$ cat config.mk
export PLATFORM = sky130hd
export DESIGN_NAME = rk4_ctrl
export DESIGN_NICKNAME = d
export VERILOG_FILES = /design/src/rtl/rk4_pkg.sv /design/src/rtl/rk4_ctrl.sv
export SDC_FILE = /design/constraint.sdc
export NUM_CORES = 1
export LEC_CHECK = 0
export CORE_UTILIZATION = 60
export CTS_CLUSTER_DIAMETER = 30
export DETAILED_ROUTE_END_ITERATION = 16
export DONT_BUFFER_PORTS = 1
export HOLD_SLACK_MARGIN = 0.08
export MAX_ROUTING_LAYER = met4
export PLACE_DENSITY = 0.82
export RECOVER_POWER = 25
export REMOVE_ABC_BUFFERS = 1
export SYNTH_ARGS = -nofsm -noshare
export SYNTH_HDL_FRONTEND = slang
export SYNTH_SLANG_ARGS = --single-unit
$ cat constraint.sdc
create_clock -name clk -period 2.5 [get_ports clk]
set_clock_uncertainty 0.1 [all_clocks]
set_input_delay 0.125 -clock clk [delete_from_list [all_inputs] [get_ports clk]]
set_output_delay 0.125 -clock clk [all_outputs]
set_load 0.01 [all_outputs]
$ cat src/rtl/rk4_pkg.sv
`timescale 1ns / 1ps

package rk4_pkg;

  localparam int FRAC_BITS = 24;
  localparam int DATA_W    = 32;
  localparam int STEP_W    = 24;
  localparam int COEF_W    = 31;
  localparam int PROD_W    = 64;
  localparam int SUM_W     = 35;
  localparam int SUM_LO_W  = 16;
  localparam int CFG_IDX_W = 2;

  localparam int QW         = 60 - FRAC_BITS;
  localparam int OFF_SHIFT  = QW - 1;
  localparam int DIV_DIGITS = 8;
  localparam int DIV_W      = ((QW + 1 + DIV_DIGITS - 1) / DIV_DIGITS) * DIV_DIGITS;
  localparam int DIV_STEPS  = DIV_W / DIV_DIGITS;
  localparam int DIV_CNT_W  = (DIV_STEPS > 2) ? $clog2(DIV_STEPS) : 1;

  localparam longint ONE_FX = longint'(1) << FRAC_BITS;

  localparam logic [STEP_W-1:0] STEP_RST  = STEP_W'((ONE_FX + 30) / 60);
  localparam logic [COEF_W-1:0] STIFF_RST = COEF_W'(ONE_FX * 15);
  localparam logic [COEF_W-1:0] DAMP_RST  = COEF_W'((ONE_FX + 5) / 10);

  localparam logic signed [PROD_W-1:0] MAX32    = 64'sd2147483647;
  localparam logic signed [PROD_W-1:0] MIN32    = -64'sd2147483648;
  localparam logic signed [PROD_W-1:0] RND_HALF = PROD_W'(ONE_FX / 2);
  localparam logic signed [PROD_W-1:0] DIV_HALF = PROD_W'(ONE_FX * 3);
  localparam logic signed [PROD_W-1:0] DIV_OFF  = PROD_W'(longint'(3) << OFF_SHIFT);
  localparam logic signed [PROD_W-1:0] DIV_BIAS = PROD_W'(longint'(1) << OFF_SHIFT);

  localparam logic [CFG_IDX_W-1:0] CFG_STEP_SIZE = 2'd0;
  localparam logic [CFG_IDX_W-1:0] CFG_STIFFNESS = 2'd1;
  localparam logic [CFG_IDX_W-1:0] CFG_DAMPING   = 2'd2;

  typedef enum logic [3:0] {
    ST_IDLE,
    ST_EK,
    ST_EB,
    ST_ED,
    ST_PV,
    ST_ML,
    ST_MH,
    ST_MA,
    ST_DV,
    ST_WB,
    ST_OUT
  } state_t;

  typedef enum logic [2:0] {
    MUL_KX,
    MUL_BV,
    MUL_VH,
    MUL_PH,
    MUL_SLO,
    MUL_SHI
  } mul_sel_t;

  typedef struct packed {
    mul_sel_t mul_sel;
    logic     full_h;
    logic     init;
    logic     load;
    logic     wr_fk;
    logic     wr_xs;
    logic     wr_vs;
    logic     wr_deriv;
    logic     dbl;
    logic     axis;
    logic     wr_lo;
    logic     wr_div;
    logic     div_step;
    logic     wr_state;
  } dp_cmd_t;

  function automatic logic signed [DATA_W-1:0] sat32(input logic signed [PROD_W-1:0] v);
    logic signed [DATA_W-1:0] r;
    if (v > MAX32) begin
      r = MAX32[DATA_W-1:0];
    end else if (v < MIN32) begin
      r = MIN32[DATA_W-1:0];
    end else begin
      r = v[DATA_W-1:0];
    end
    return r;
  endfunction

  function automatic logic signed [DATA_W-1:0] round_sat(input logic signed [PROD_W-1:0] p);
    logic signed [PROD_W-1:0] t;
    t = (p + RND_HALF) >>> FRAC_BITS;
    return sat32(t);
  endfunction

endpackage

$ cat src/rtl/rk4_ctrl.sv
`timescale 1ns / 1ps

module rk4_ctrl (
  input  logic              clk,
  input  logic              rst_n,
  input  logic              in_valid,
  input  logic              in_op,
  output logic              in_ready,
  output logic              out_valid,
  input  logic              out_ready,
  output rk4_pkg::dp_cmd_t  cmd
);

  rk4_pkg::state_t              state_r;
  rk4_pkg::state_t              state_nxt;
  logic [1:0]                   stage_r;
  logic [1:0]                   stage_nxt;
  logic [rk4_pkg::DIV_CNT_W-1:0] div_cnt_r;
  logic [rk4_pkg::DIV_CNT_W-1:0] div_cnt_nxt;
  logic                         axis_r;
  logic                         axis_nxt;

  always_comb begin
    state_nxt = state_r;
    unique case (state_r)
      rk4_pkg::ST_IDLE: begin
        if (in_valid) begin
          state_nxt = in_op ? rk4_pkg::ST_OUT : rk4_pkg::ST_EK;
        end
      end
      rk4_pkg::ST_EK:  state_nxt = rk4_pkg::ST_EB;
      rk4_pkg::ST_EB:  state_nxt = rk4_pkg::ST_ED;
      rk4_pkg::ST_ED:  state_nxt = (stage_r == 2'd3) ? rk4_pkg::ST_ML : rk4_pkg::ST_PV;
      rk4_pkg::ST_PV:  state_nxt = rk4_pkg::ST_EK;
      rk4_pkg::ST_ML:  state_nxt = rk4_pkg::ST_MH;
      rk4_pkg::ST_MH:  state_nxt = rk4_pkg::ST_MA;
      rk4_pkg::ST_MA:  state_nxt = rk4_pkg::ST_DV;
      rk4_pkg::ST_DV: begin
        if (div_cnt_r == rk4_pkg::DIV_CNT_W'(rk4_pkg::DIV_STEPS - 1)) begin
          state_nxt = rk4_pkg::ST_WB;
        end
      end
      rk4_pkg::ST_WB:  state_nxt = axis_r ? rk4_pkg::ST_OUT : rk4_pkg::ST_ML;
      rk4_pkg::ST_OUT: begin
        if (out_ready) begin
          state_nxt = rk4_pkg::ST_IDLE;
        end
      end
      default: state_nxt = rk4_pkg::ST_IDLE;
    endcase
  end

  always_comb begin
    stage_nxt   = stage_r;
    div_cnt_nxt = div_cnt_r;
    axis_nxt    = axis_r;
    unique case (state_r)
      rk4_pkg::ST_IDLE: begin
        stage_nxt = '0;
        axis_nxt  = 1'b0;
      end
      rk4_pkg::ST_PV: stage_nxt   = stage_r + 2'd1;
      rk4_pkg::ST_MA: div_cnt_nxt = '0;
      rk4_pkg::ST_DV: div_cnt_nxt = div_cnt_r + 1'b1;
      rk4_pkg::ST_WB: axis_nxt    = 1'b1;
      default: ;
    endcase
  end

  always_comb begin
    in_ready  = 1'b0;
    out_valid = 1'b0;
    cmd       = '0;
    cmd.axis  = axis_r;
    cmd.mul_sel = rk4_pkg::MUL_KX;
    cmd.full_h  = (stage_r == 2'd2);
    unique case (state_r)
      rk4_pkg::ST_IDLE: begin
        in_ready = 1'b1;
        cmd.load = in_valid & in_op;
        cmd.init = in_valid & ~in_op;
      end
      rk4_pkg::ST_EK: begin
        cmd.mul_sel = rk4_pkg::MUL_KX;
        cmd.wr_vs   = (stage_r != 2'd0);
      end
      rk4_pkg::ST_EB: begin
        cmd.mul_sel = rk4_pkg::MUL_BV;
        cmd.wr_fk   = 1'b1;
      end
      rk4_pkg::ST_ED: begin
        cmd.mul_sel  = rk4_pkg::MUL_VH;
        cmd.wr_deriv = 1'b1;
        cmd.dbl      = (stage_r == 2'd1) || (stage_r == 2'd2);
      end
      rk4_pkg::ST_PV: begin
        cmd.mul_sel = rk4_pkg::MUL_PH;
        cmd.wr_xs   = 1'b1;
      end
      rk4_pkg::ST_ML: cmd.mul_sel = rk4_pkg::MUL_SLO;
      rk4_pkg::ST_MH: begin
        cmd.mul_sel = rk4_pkg::MUL_SHI;
        cmd.wr_lo   = 1'b1;
      end
      rk4_pkg::ST_MA:  cmd.wr_div   = 1'b1;
      rk4_pkg::ST_DV:  cmd.div_step = 1'b1;
      rk4_pkg::ST_WB:  cmd.wr_state = 1'b1;
      rk4_pkg::ST_OUT: out_valid    = 1'b1;
      default: ;
    endcase
  end

  always_ff @(posedge clk) begin
    if (!rst_n) begin
      state_r   <= rk4_pkg::ST_IDLE;
      stage_r   <= '0;
      div_cnt_r <= '0;
      axis_r    <= 1'b0;
    end else begin
      state_r   <= state_nxt;
      stage_r   <= stage_nxt;
      div_cnt_r <= div_cnt_nxt;
      axis_r    <= axis_nxt;
    end
  end

endmodule

==> run summary <==
Post-Syn Instances = 109
Overflow after GRT = 0
Largest cells by area after synthesis = dfxtp_1 (24%), ha_1 (7.6%), nor2_1 (4.1%)
Synthesized flop and latch total = 10
Post-DP HPWL = 1211 um
Port bufs = 0
Kind of end point of the critical path = flop
CP max stage delay = 0.71 ns
Met3 Track Usage GR = 8.671%
Cell with the most instances after synthesis = dfxtp_1
DRC viols = 0
Area grow syn2layout = 3.495%
Post-CTS sizing = 0
GR Util met1 = 34.60%
Reg2reg path depth = 4
H-tree depth = 1
Initial antenna violation count = 0
Post-synth ARST share = 0%
Reg2Reg Capture Point = state_r[3]$_SDFFE_PN0P_
Setup TNS = 0 ns
Fin util = 71.84%
Critical Path AT = 2.39 ns
Crit Path Max Fanout = 18
Vias per inst = 5.868
Hold path depth = 3
Worst-path clk slew = 0.07 ns
Hold Path Sink = state_r[0]$_SDFFE_PN0P_
NumNets Final = 118
RSZ-0062 raised after global routing = false
Hold Path Class = in2reg
Final wirelength = 1698 um
Via count = 710
Critical path depth = 4
Top post-synthesis cells by count = dfxtp_1 (10), nor2_1 (9), nand2_1 (8)
PD cells = 1088 mW/mm^2
FF-to-FF Start = state_r[0]$_SDFFE_PN0P_
Number of flops mapped to enable cells by yosys = 0
Avg Synthesized Cell Area = 7.553 um^2
Slack of the critical path = 0.2267 ns
Cell taking the most area after synthesis = dfxtp_1
Max VDD drop = 669.4 uV
TritonCTS clock tree = done
Wire per inst = 14.03 um
Die W = 39.04 um
Post-synth cell types = 35
N_diodes = 0
CORE AREA = 0.001186 mm^2
Count of final hold-check violations = 0
# IOs = 23
RePlAce Congestion = 0.8108
Post-Place Cells = 114
DP Worst Slack = 0.5969 ns
Leakage power = 0.3337 nW
CP Cell Sequence = or2_0 -> o311ai_4 -> o2bb2ai_1 -> dlygate4sd3_1
Fin crit period = 2.273 ns
Drt first pass iters = 4
CTS Buffer Depth = 2
Grt met2 use = 45.42%
Relative max-transition margin = 59.82%
Worst path required time = 2.61 ns
Fin cells = 121
CTS root buf = clkbuf_4
Slew Viols, Final = 0
Antenna-violating nets left = 0
Seq/Total Area, Yosys = 24.32%
Ys Warns = 0
Starting Density = 69.41%
Yosys top cell area share = 24.32%
Initial DRC Count = 23
Main synth FF type = dfxtp_1
Outcome = finished, final reports clean
Standard-cell rows = 12
Most used routing layer in global routing = met2
Flop2flop setup slack = 0.23 ns
Max-cap viol count = 0
Slowest cell on the critical path = dfxtp_1
CTS sink cnt = 10
Total power = 927.3 uW
Hold_sp = in_valid
Crit path max-delay family = flip-flops
DIE HEIGHT = 39.04 um
Fin crit share = 90.93%
Full die area = 0.001524 mm^2
Critical path buffer and inverter count = 1
F_max = 439.9 MHz
Vias in the first global route = 609
Crit Path Class = reg2reg
Worst Max-Slew Pin Slew = 0.6019 ns
First-pass GRT wire length = 2787 um
Clk_lat worst skew = 0.27 ns
Largest net degree at the start of global routing = 19
Startpoint Class = flop
Final setup fails = 0
Total track usage = 28.12%
CTS Buf Count = 3
Share of layout cells above drive strength 1 = 9.346%
Synthesized area = 823.3 um^2
## cells in the final DEF (no fill, tap or decap), types with 5 or more instances in the layout
cell type	synthesis	final
dfxtp_1	10	10
nor2_1	9	9
nand2_1	8	8
inv_1	6	6
a21oi_1	6	6
nor2b_1	5	5
nand3_1	5	5
nor3_1	5	5
ha_1	5	5
## registers in the layout (all words and copies together), names as in the netlist
| name | cells |
|---|---|
| axis_r | 1 |
| div_cnt_r | 3 |
| state_r | 4 |
| stage_r | 2 |
## worst register-to-register path, cell delays in order (launching register included)
cell	delay (ns)
dfxtp_1	0.71
or2_0	0.54
o311ai_4	0.16
o2bb2ai_1	0.16
dlygate4sd3_1	0.55
## cell type report
cell class                      count  area [um^2]
Clock buffer                        4        36.28
Fill cell                          91        334.1
Inverter                            8        30.03
Multi-Input combinational cell     81        530.5
Sequential cell                    10        200.2
Tap cell                           14        17.52
Timing Repair Buffer                4        37.54
## power breakdown
part / internal (mW) / leakage (nW) / switching (mW) / total (mW)
clock: 0.0885 / 0.0210 / 0.0589 / 0.147
combinational: 0.194 / 0.231 / 0.286 / 0.480
sequential: 0.197 / 0.0815 / 0.103 / 0.300
## metal layers
layer / wire length, um / share of wire [%] / up-vias
li1: - / - / 369
met1: 754 / 44 / 316
met2: 846 / 50 / 25
met3: 98 / 5.8 / 0
met4: 0 / 0 / 0
met5: 0 / 0 / -
## stage by stage
stage | hold WS (ns) | instance area (um^2)
finish | 0.1572 | 852.1
global placement | 0.1471 | 785.8
floorplan | 0.1419 | 760.7
CTS | 0.1386 | 852.1
global route | 0.1735 | 852.1
detailed placement | 0.1493 | 785.8
## timing repair
action                                 4_1_cts  5_1_grt
setup buffers                                0        0
endpoints found under the hold margin       10        0
hold buffers                                 3        0
setup endpoints to repair                    0        0
## cells by family after synthesis
group                    synth area share, %
AND/OR/NAND/NOR                        31.15
AO/OA/AOI/OAI                          23.56
buffers and inverters                  11.25
flip-flops                             24.32
adder cells (fa/ha/maj)                7.599
XOR/XNOR                               2.128
## how the worst max path moves through the flow
stage / from / endpoint
5_1_grt: state_r[0]$_SDFFE_PN0P_ / state_r[3]$_SDFFE_PN0P_
2_1_floorplan: state_r[0]$_SDFFE_PN0P_ / cmd[10]
6_report: state_r[0]$_SDFFE_PN0P_ / state_r[3]$_SDFFE_PN0P_
4_1_cts: state_r[0]$_SDFFE_PN0P_ / state_r[3]$_SDFFE_PN0P_
3_5_place_dp: state_r[0]$_SDFFE_PN0P_ / cmd[10]
3_3_place_gp: state_r[0]$_SDFFE_PN0P_ / cmd[10]
No activity file was read; power rests on OpenSTA's default activity.
