[src/rtl/rk4_pkg.sv]
`timescale 1ns / 1ps

package rk4_pkg;

  localparam int FRAC_BITS = 24;
  localparam int DATA_W    = 32;
  localparam int STEP_W    = 24;
  localparam int COEF_W    = 31;
  localparam int PROD_W    = 64;
  localparam int SUM_W     = 35;
  localparam int SUM_LO_W  = 16;
  localparam int CFG_IDX_W = 2;

  localparam int QW         = 60 - FRAC_BITS;
  localparam int OFF_SHIFT  = QW - 1;
  localparam int DIV_DIGITS = 8;
  localparam int DIV_W      = ((QW + 1 + DIV_DIGITS - 1) / DIV_DIGITS) * DIV_DIGITS;
  localparam int DIV_STEPS  = DIV_W / DIV_DIGITS;
  localparam int DIV_CNT_W  = (DIV_STEPS > 2) ? $clog2(DIV_STEPS) : 1;

  localparam longint ONE_FX = longint'(1) << FRAC_BITS;

  localparam logic [STEP_W-1:0] STEP_RST  = STEP_W'((ONE_FX + 30) / 60);
  localparam logic [COEF_W-1:0] STIFF_RST = COEF_W'(ONE_FX * 15);
  localparam logic [COEF_W-1:0] DAMP_RST  = COEF_W'((ONE_FX + 5) / 10);

  localparam logic signed [PROD_W-1:0] MAX32    = 64'sd2147483647;
  localparam logic signed [PROD_W-1:0] MIN32    = -64'sd2147483648;
  localparam logic signed [PROD_W-1:0] RND_HALF = PROD_W'(ONE_FX / 2);
  localparam logic signed [PROD_W-1:0] DIV_HALF = PROD_W'(ONE_FX * 3);
  localparam logic signed [PROD_W-1:0] DIV_OFF  = PROD_W'(longint'(3) << OFF_SHIFT);
  localparam logic signed [PROD_W-1:0] DIV_BIAS = PROD_W'(longint'(1) << OFF_SHIFT);

  localparam logic [CFG_IDX_W-1:0] CFG_STEP_SIZE = 2'd0;
  localparam logic [CFG_IDX_W-1:0] CFG_STIFFNESS = 2'd1;
  localparam logic [CFG_IDX_W-1:0] CFG_DAMPING   = 2'd2;

  typedef enum logic [3:0] {
    ST_IDLE,
    ST_EK,
    ST_EB,
    ST_ED,
    ST_PV,
    ST_ML,
    ST_MH,
    ST_MA,
    ST_DV,
    ST_WB,
    ST_OUT
  } state_t;

  typedef enum logic [2:0] {
    MUL_KX,
    MUL_BV,
    MUL_VH,
    MUL_PH,
    MUL_SLO,
    MUL_SHI
  } mul_sel_t;

  typedef struct packed {
    mul_sel_t mul_sel;
    logic     full_h;
    logic     init;
    logic     load;
    logic     wr_fk;
    logic     wr_xs;
    logic     wr_vs;
    logic     wr_deriv;
    logic     dbl;
    logic     axis;
    logic     wr_lo;
    logic     wr_div;
    logic     div_step;
    logic     wr_state;
  } dp_cmd_t;

  function automatic logic signed [DATA_W-1:0] sat32(input logic signed [PROD_W-1:0] v);
    logic signed [DATA_W-1:0] r;
    if (v > MAX32) begin
      r = MAX32[DATA_W-1:0];
    end else if (v < MIN32) begin
      r = MIN32[DATA_W-1:0];
    end else begin
      r = v[DATA_W-1:0];
    end
    return r;
  endfunction

  function automatic logic signed [DATA_W-1:0] round_sat(input logic signed [PROD_W-1:0] p);
    logic signed [PROD_W-1:0] t;
    t = (p + RND_HALF) >>> FRAC_BITS;
    return sat32(t);
  endfunction

endpackage

[src/rtl/rk4_div3.sv]
`timescale 1ns / 1ps

module rk4_div3 (
  input  logic                        clk,
  input  logic                        load,
  input  logic                        step,
  input  logic [rk4_pkg::DIV_W-1:0]   dividend,
  output logic [rk4_pkg::DIV_W-1:0]   quotient
);

  logic [rk4_pkg::DIV_W-1:0] dvd_r;
  logic [rk4_pkg::DIV_W-1:0] dvd_nxt;
  logic [1:0]                rem_r;
  logic [1:0]                rem_nxt;

  // long division by three, DIV_DIGITS quotient bits each cycle that step is high
  always_comb begin
    logic [2:0] r3;
    dvd_nxt = dvd_r;
    rem_nxt = rem_r;
    for (int i = 0; i < rk4_pkg::DIV_DIGITS; i++) begin
      r3 = {rem_nxt, dvd_nxt[rk4_pkg::DIV_W-1]};
      dvd_nxt = {dvd_nxt[rk4_pkg::DIV_W-2:0], (r3 >= 3'd3)};
      rem_nxt = (r3 >= 3'd3) ? 2'(r3 - 3'd3) : r3[1:0];
    end
  end

  always_ff @(posedge clk) begin
    if (load) begin
      dvd_r <= dividend;
      rem_r <= '0;
    end else if (step) begin
      dvd_r <= dvd_nxt;
      rem_r <= rem_nxt;
    end
  end

  assign quotient = dvd_r;

endmodule

[src/rtl/rk4_dpath.sv]
`timescale 1ns / 1ps

module rk4_dpath (
  input  logic                                clk,
  input  logic                                rst_n,
  input  rk4_pkg::dp_cmd_t                    cmd,
  input  logic signed [rk4_pkg::DATA_W-1:0]   load_position,
  input  logic signed [rk4_pkg::DATA_W-1:0]   load_velocity,
  input  logic                                cfg_wr_en,
  input  logic [rk4_pkg::CFG_IDX_W-1:0]       cfg_index,
  input  logic [rk4_pkg::COEF_W-1:0]          cfg_wr_data,
  output logic signed [rk4_pkg::DATA_W-1:0]   position,
  output logic signed [rk4_pkg::DATA_W-1:0]   velocity
);

  logic [rk4_pkg::STEP_W-1:0]          step_size_r;
  logic [rk4_pkg::COEF_W-1:0]          stiffness_r;
  logic [rk4_pkg::COEF_W-1:0]          damping_r;

  logic signed [rk4_pkg::DATA_W-1:0]   x_r;
  logic signed [rk4_pkg::DATA_W-1:0]   v_r;
  logic signed [rk4_pkg::DATA_W-1:0]   xs_r;
  logic signed [rk4_pkg::DATA_W-1:0]   vs_r;
  logic signed [rk4_pkg::DATA_W-1:0]   pdv_r;
  logic signed [rk4_pkg::DATA_W-1:0]   fk_r;
  logic signed [rk4_pkg::SUM_W-1:0]    sumx_r;
  logic signed [rk4_pkg::SUM_W-1:0]    sumv_r;
  logic signed [rk4_pkg::PROD_W-1:0]   prod_r;
  logic signed [rk4_pkg::PROD_W-1:0]   acc_r;

  logic [rk4_pkg::STEP_W-1:0]          h;
  logic signed [rk4_pkg::DATA_W-1:0]   h_ext;
  logic signed [rk4_pkg::DATA_W-1:0]   dt_ext;
  logic signed [rk4_pkg::SUM_W-1:0]    sum_sel;
  logic signed [rk4_pkg::DATA_W-1:0]   s_lo;
  logic signed [rk4_pkg::DATA_W-1:0]   s_hi;
  logic signed [rk4_pkg::DATA_W-1:0]   op_a;
  logic signed [rk4_pkg::DATA_W-1:0]   op_b;
  logic signed [rk4_pkg::PROD_W-1:0]   prod_nxt;

  logic signed [rk4_pkg::DATA_W-1:0]   rnd;
  logic signed [rk4_pkg::PROD_W-1:0]   rnd64;
  logic signed [rk4_pkg::PROD_W-1:0]   x64;
  logic signed [rk4_pkg::PROD_W-1:0]   v64;
  logic signed [rk4_pkg::PROD_W-1:0]   fk64;
  logic signed [rk4_pkg::DATA_W-1:0]   xs_nxt;
  logic signed [rk4_pkg::DATA_W-1:0]   vs_nxt;
  logic signed [rk4_pkg::DATA_W-1:0]   dv_nxt;
  logic signed [rk4_pkg::SUM_W-1:0]    dx_ext;
  logic signed [rk4_pkg::SUM_W-1:0]    dv_ext;
  logic signed [rk4_pkg::SUM_W-1:0]    sumx_nxt;
  logic signed [rk4_pkg::SUM_W-1:0]    sumv_nxt;

  logic signed [rk4_pkg::PROD_W-1:0]   upd_n;
  logic signed [rk4_pkg::PROD_W-1:0]   upd_q;
  logic signed [rk4_pkg::PROD_W-1:0]   upd_off;
  logic [rk4_pkg::DIV_W-1:0]           quot;
  logic signed [rk4_pkg::PROD_W-1:0]   quot64;
  logic signed [rk4_pkg::PROD_W-1:0]   old64;
  logic signed [rk4_pkg::DATA_W-1:0]   state_nxt;

  assign h      = cmd.full_h ? step_size_r : {1'b0, step_size_r[rk4_pkg::STEP_W-1:1]};
  assign h_ext  = {{(rk4_pkg::DATA_W - rk4_pkg::STEP_W){1'b0}}, h};
  assign dt_ext = {{(rk4_pkg::DATA_W - rk4_pkg::STEP_W){1'b0}}, step_size_r};

  assign sum_sel = cmd.axis ? sumv_r : sumx_r;
  assign s_lo    = {{(rk4_pkg::DATA_W - rk4_pkg::SUM_LO_W){1'b0}},
                    sum_sel[rk4_pkg::SUM_LO_W-1:0]};
  assign s_hi    = {{(rk4_pkg::DATA_W - rk4_pkg::SUM_W + rk4_pkg::SUM_LO_W){sum_sel[rk4_pkg::SUM_W-1]}},
                    sum_sel[rk4_pkg::SUM_W-1:rk4_pkg::SUM_LO_W]};

  always_comb begin
    unique case (cmd.mul_sel)
      rk4_pkg::MUL_KX: begin
        op_a = {1'b0, stiffness_r};
        op_b = xs_r;
      end
      rk4_pkg::MUL_BV: begin
        op_a = {1'b0, damping_r};
        op_b = vs_r;
      end
      rk4_pkg::MUL_VH: begin
        op_a = vs_r;
        op_b = h_ext;
      end
      rk4_pkg::MUL_PH: begin
        op_a = pdv_r;
        op_b = h_ext;
      end
      rk4_pkg::MUL_SLO: begin
        op_a = s_lo;
        op_b = dt_ext;
      end
      rk4_pkg::MUL_SHI: begin
        op_a = s_hi;
        op_b = dt_ext;
      end
      default: begin
        op_a = '0;
        op_b = '0;
      end
    endcase
  end

  assign prod_nxt = {{(rk4_pkg::PROD_W - rk4_pkg::DATA_W){op_a[rk4_pkg::DATA_W-1]}}, op_a} *
                    {{(rk4_pkg::PROD_W - rk4_pkg::DATA_W){op_b[rk4_pkg::DATA_W-1]}}, op_b};

  assign rnd   = rk4_pkg::round_sat(prod_r);
  assign rnd64 = {{(rk4_pkg::PROD_W - rk4_pkg::DATA_W){rnd[rk4_pkg::DATA_W-1]}}, rnd};
  assign x64   = {{(rk4_pkg::PROD_W - rk4_pkg::DATA_W){x_r[rk4_pkg::DATA_W-1]}}, x_r};
  assign v64   = {{(rk4_pkg::PROD_W - rk4_pkg::DATA_W){v_r[rk4_pkg::DATA_W-1]}}, v_r};
  assign fk64  = {{(rk4_pkg::PROD_W - rk4_pkg::DATA_W){fk_r[rk4_pkg::DATA_W-1]}}, fk_r};

  assign xs_nxt = rk4_pkg::sat32(x64 + rnd64);
  assign vs_nxt = rk4_pkg::sat32(v64 + rnd64);
  assign dv_nxt = rk4_pkg::sat32(-fk64 - rnd64);

  assign dx_ext   = {{(rk4_pkg::SUM_W - rk4_pkg::DATA_W){vs_r[rk4_pkg::DATA_W-1]}}, vs_r};
  assign dv_ext   = {{(rk4_pkg::SUM_W - rk4_pkg::DATA_W){dv_nxt[rk4_pkg::DATA_W-1]}}, dv_nxt};
  assign sumx_nxt = sumx_r + (cmd.dbl ? (dx_ext <<< 1) : dx_ext);
  assign sumv_nxt = sumv_r + (cmd.dbl ? (dv_ext <<< 1) : dv_ext);

  // S*dt, rounded divide by 6*ONE: floor((n + 3*ONE) / (2*ONE)) then floor-divide by 3
  assign upd_n   = acc_r + (prod_r <<< rk4_pkg::SUM_LO_W);
  assign upd_q   = (upd_n + rk4_pkg::DIV_HALF) >>> (rk4_pkg::FRAC_BITS + 1);
  assign upd_off = upd_q + rk4_pkg::DIV_OFF;

  rk4_div3 u_div3 (
    .clk      (clk),
    .load     (cmd.wr_div),
    .step     (cmd.div_step),
    .dividend (upd_off[rk4_pkg::DIV_W-1:0]),
    .quotient (quot)
  );

  assign quot64    = {{(rk4_pkg::PROD_W - rk4_pkg::DIV_W){1'b0}}, quot};
  assign old64     = cmd.axis ? v64 : x64;
  assign state_nxt = rk4_pkg::sat32(old64 + quot64 - rk4_pkg::DIV_BIAS);

  always_ff @(posedge clk) begin
    if (!rst_n) begin
      x_r         <= '0;
      v_r         <= '0;
      step_size_r <= rk4_pkg::STEP_RST;
      stiffness_r <= rk4_pkg::STIFF_RST;
      damping_r   <= rk4_pkg::DAMP_RST;
    end else begin
      if (cmd.load) begin
        x_r <= load_position;
        v_r <= load_velocity;
      end else if (cmd.wr_state) begin
        if (cmd.axis) begin
          v_r <= state_nxt;
        end else begin
          x_r <= state_nxt;
        end
      end
      if (cfg_wr_en) begin
        unique case (cfg_index)
          rk4_pkg::CFG_STEP_SIZE: step_size_r <= cfg_wr_data[rk4_pkg::STEP_W-1:0];
          rk4_pkg::CFG_STIFFNESS: stiffness_r <= cfg_wr_data;
          rk4_pkg::CFG_DAMPING:   damping_r   <= cfg_wr_data;
          default: ;
        endcase
      end
    end
  end

  always_ff @(posedge clk) begin
    prod_r <= prod_nxt;
    if (cmd.init) begin
      xs_r   <= x_r;
      vs_r   <= v_r;
      sumx_r <= '0;
      sumv_r <= '0;
    end else begin
      if (cmd.wr_xs) begin
        xs_r <= xs_nxt;
      end
      if (cmd.wr_vs) begin
        vs_r <= vs_nxt;
      end
      if (cmd.wr_deriv) begin
        sumx_r <= sumx_nxt;
        sumv_r <= sumv_nxt;
      end
    end
    if (cmd.wr_fk) begin
      fk_r <= rnd;
    end
    if (cmd.wr_deriv) begin
      pdv_r <= dv_nxt;
    end
    if (cmd.wr_lo) begin
      acc_r <= prod_r;
    end
  end

  assign position = x_r;
  assign velocity = v_r;

endmodule

[config.mk]
export PLATFORM = sky130hd
export DESIGN_NAME = rk4_dpath
export DESIGN_NICKNAME = d
export VERILOG_FILES = /design/src/rtl/rk4_pkg.sv /design/src/rtl/rk4_div3.sv /design/src/rtl/rk4_dpath.sv
export SDC_FILE = /design/constraint.sdc
export NUM_CORES = 2
export LEC_CHECK = 0
export BUFFER_PORTS_ARGS = -buffer_cell sky130_fd_sc_hd__buf_2
export CAP_MARGIN = 20
export CORE_MARGIN = 2
export CORE_UTILIZATION = 50
export DETAILED_ROUTE_END_ITERATION = 16
export PLACE_DENSITY = 0.68
export SETUP_SLACK_MARGIN = 0.3
export SLEW_MARGIN = 20
export SYNTH_ARGS = -nofsm -noshare
export SYNTH_HDL_FRONTEND = slang
export SYNTH_HIERARCHICAL = 1
export SYNTH_SLANG_ARGS = --single-unit
[constraint.sdc]
create_clock -name clk -period 13 [get_ports clk]
set_clock_uncertainty 0.2 [all_clocks]
set_input_delay 1.3 -clock clk [delete_from_list [all_inputs] [get_ports clk]]
set_output_delay 1.3 -clock clk [all_outputs]
set_load 0.01 [all_outputs]
==> reports/qor.txt <==
WP data arrival = 12.20 ns
Core area = 144000 sq um
1st-iter DRT viols = 6424
Clock Pin Slew Worst Setup and Hold Paths = 0.06 ns
H-tree depth = 2
TritonRoute pass-1 iters = 9
Worst path bufs/invs = 2
Vias in the first global route = 60900
Area delta synth->final = 7.11%
Total placed instance area = 76000 sq um
Routed wire length = 251 mm
Status = completed
Post-CTS setup buffer count = 0
Die width = 385 um
Crit path launch type = flop
Worst Path Max Fanout = 61
DR vias = 60800
Top delay family on crit path = compound AO/OA/AOI/OAI gates
Number of synthesized flops with an enable pin = 216
Routability cong. = 1.02
Inserted Clock Buffers = 55
Initial core utilization = 0.505
Nets@finish = 10100
Fill cell count = 13200
GRT overflow = 0
Final TNS setup = 0 ns
Final max-slew violation count = 0
Die area = 148000 sq um
Required @ worst endpoint = 13.36 ns
Longest Clk Path Bufs = 3
Initial antenna violation count = 11
Port Buffer Count = 179
DR WL/cell = 24.4 um
Share of layout cells above drive strength 1 = 0.0737
Worst hold path class = flop to flop
Pin count of the biggest net entering global routing = 88
Syn. warnings = 6
GRT Total Usage = 0.344
Worst path most repeated cell = o21ai_0
Post-route cell area = 77900 sq um
Sequential share of the synthesized area = 0.168
First-pass GRT wire length = 382 mm
# setup viols final = 0
Clock Latency Late Sink = 0.69 ns
Critical path class = flop to flop
Most frequent cells in the layout = nand2_1, inv_1, fa_1
Max incr delay on CP = 0.51 ns
Final min period = 11.84 ns
Pin slew with the least headroom to its limit = 1.22 ns
Max_cap viols = 0
Mapped cell area = 72700 sq um
Final Cycle Share = 0.911
Most common cell after layout, fill and taps aside = nand2_1
Rows = 139
Worst slew margin = 0.186
CTS tree = done
CP max stage cell = or4_1
Vert. Die Dim = 385 um
Dpl hpwl = 208 mm
DRC = 0
Setup WS post-layout = 1.16 ns
Count of cell types in the netlist = 106
Synth Flop Type = dfxtp_1
Syn_area_per_cell = 8.72 sq um
Fraction of registers with async set/reset = 0
# clock sinks = 502
Setup crit end kind = flop
Final Util = 0.541
IO Count = 180
Yosys reg bits = 502
Root Driver = clkbuf_16
Fmax = 84.5 MHz
Setup WS pre-CTS = 0.877 ns
RSZ-0062 raised after global routing = no
ANT nets after route = 0
Vias/cell = 5.90
Post-Synthesis Cells = 8336
Final hold viol count = 0
-- registers in the layout (all words and copies together), names as in the netlist, 32 cells and up --
| name | count |
|---|---|
| prod_r | 64 |
| acc_r | 48 |
| u_div3/quotient | 40 |
| sumv_r | 35 |
| sumx_r | 35 |
| fk_r | 32 |
| pdv_r | 32 |
| position | 32 |
| velocity | 32 |
| vs_r | 32 |
| xs_r | 32 |
-- layout make-up --
| type | instances | area [sq um] | area share |
|---|---|---|---|
| multi-input combinational | 6130 | 54300 | 0.697 |
| sequential | 502 | 12200 | 0.157 |
| inverter | 1325 | 4970 | 0.0639 |
| tap | 1903 | 2380 | 0.0306 |
| timing repair buffer | 342 | 2160 | 0.0278 |
| clock buffer | 81 | 1590 | 0.0204 |
| clock inverter | 23 | 272 | 0.00349 |
| antenna | 9 | 22.5 | 0.000289 |
-- worst paths after layout --
| path | from | slack (ns) | end | depth (start not counted) |
|---|---|---|---|---|
| worst max-delay path | prod_r[37]$_DFF_P_ | 1.16 | sumv_r[34]$_SDFFE_PP0P_ | 39 |
| worst min-delay path | damping_r[13]$_SDFFE_PN0P_ | 0.27 | damping_r[13]$_SDFFE_PN0P_ | 2 |
| worst max register to register | prod_r[37]$_DFF_P_ | 1.16 | sumv_r[34]$_SDFFE_PP0P_ | 39 |
| worst min register to register | damping_r[13]$_SDFFE_PN0P_ | 0.27 | damping_r[13]$_SDFFE_PN0P_ | 2 |
-- logic make-up after synthesis --
group,synth area share
simple gates,0.140
buf+inv,0.0890
flops,0.168
mux,0.0264
xor+xnor,0.0351
fa+ha+maj,0.402
other cells,0.000103
compound gates,0.139
-- tightest hold or removal path: cells and delay by family, from the launching register on --
kind            cells  cell delay (ns)
compound gates      1             0.06
flops               1             0.31
simple gates        1             0.04
-- stage by stage --
stage,hold slack [ns],instances
after floorplan,0.206,8347
after global placement,0.252,10200
after detailed placement,0.259,10200
after CTS,0.268,10300
after global routing,0.280,10300
final,0.267,10300
-- synthesized netlist by cell type (20+ instances only) --
master,count,area (sq um)
a21oi_1,388,1940
dfxtp_1,286,5730
a31oi_1,34,213
xor2_1,112,981
a221oi_1,40,350
fa_1,1089,21800
a21o_1,175,1310
nand2_1,1343,5040
or2_2,25,156
ha_1,560,7010
nor2_1,549,2060
o21ai_0,336,1680
nand4_1,37,231
nand3_1,94,470
inv_1,1324,4970
nand2b_1,44,275
a21boi_0,77,578
o21ai_1,74,370
clkbuf_1,350,1310
a22oi_1,71,533
xnor2_1,179,1570
buf_1,29,109
and2_1,38,238
mux2_2,106,1190
a222oi_1,20,200
o21bai_1,35,263
o21a_1,78,586
nor3_1,64,320
and3_1,39,244
mux2i_1,68,681
a211oi_1,43,323
nor2b_1,62,388
or3_1,22,138
edfxtp_1,216,6490
maj3_1,42,420
-- metal layers --
| layer | up-vias | wire, um | part of all wire | track usage |
|---|---|---|---|---|
| met3 | 607 | 27800 | 0.11 | 0.0816 |
| met5 | - | 14 | 0.000056 | 0 |
| met2 | 3107 | 107000 | 0.43 | 0.509 |
| li1 | 27100 | - | - | - |
| met4 | 2 | 16000 | 0.064 | 0.177 |
| met1 | 30000 | 101000 | 0.40 | 0.468 |
-- repair_timing --
item	4_1_cts	5_1_grt
gates resized for setup	0	4
hold buffers	0	0
endpoints found under the setup margin	0	1
Power is not shown: default switching activity piles up to over one toggle a cycle in this logic, so the estimate is an artifact.
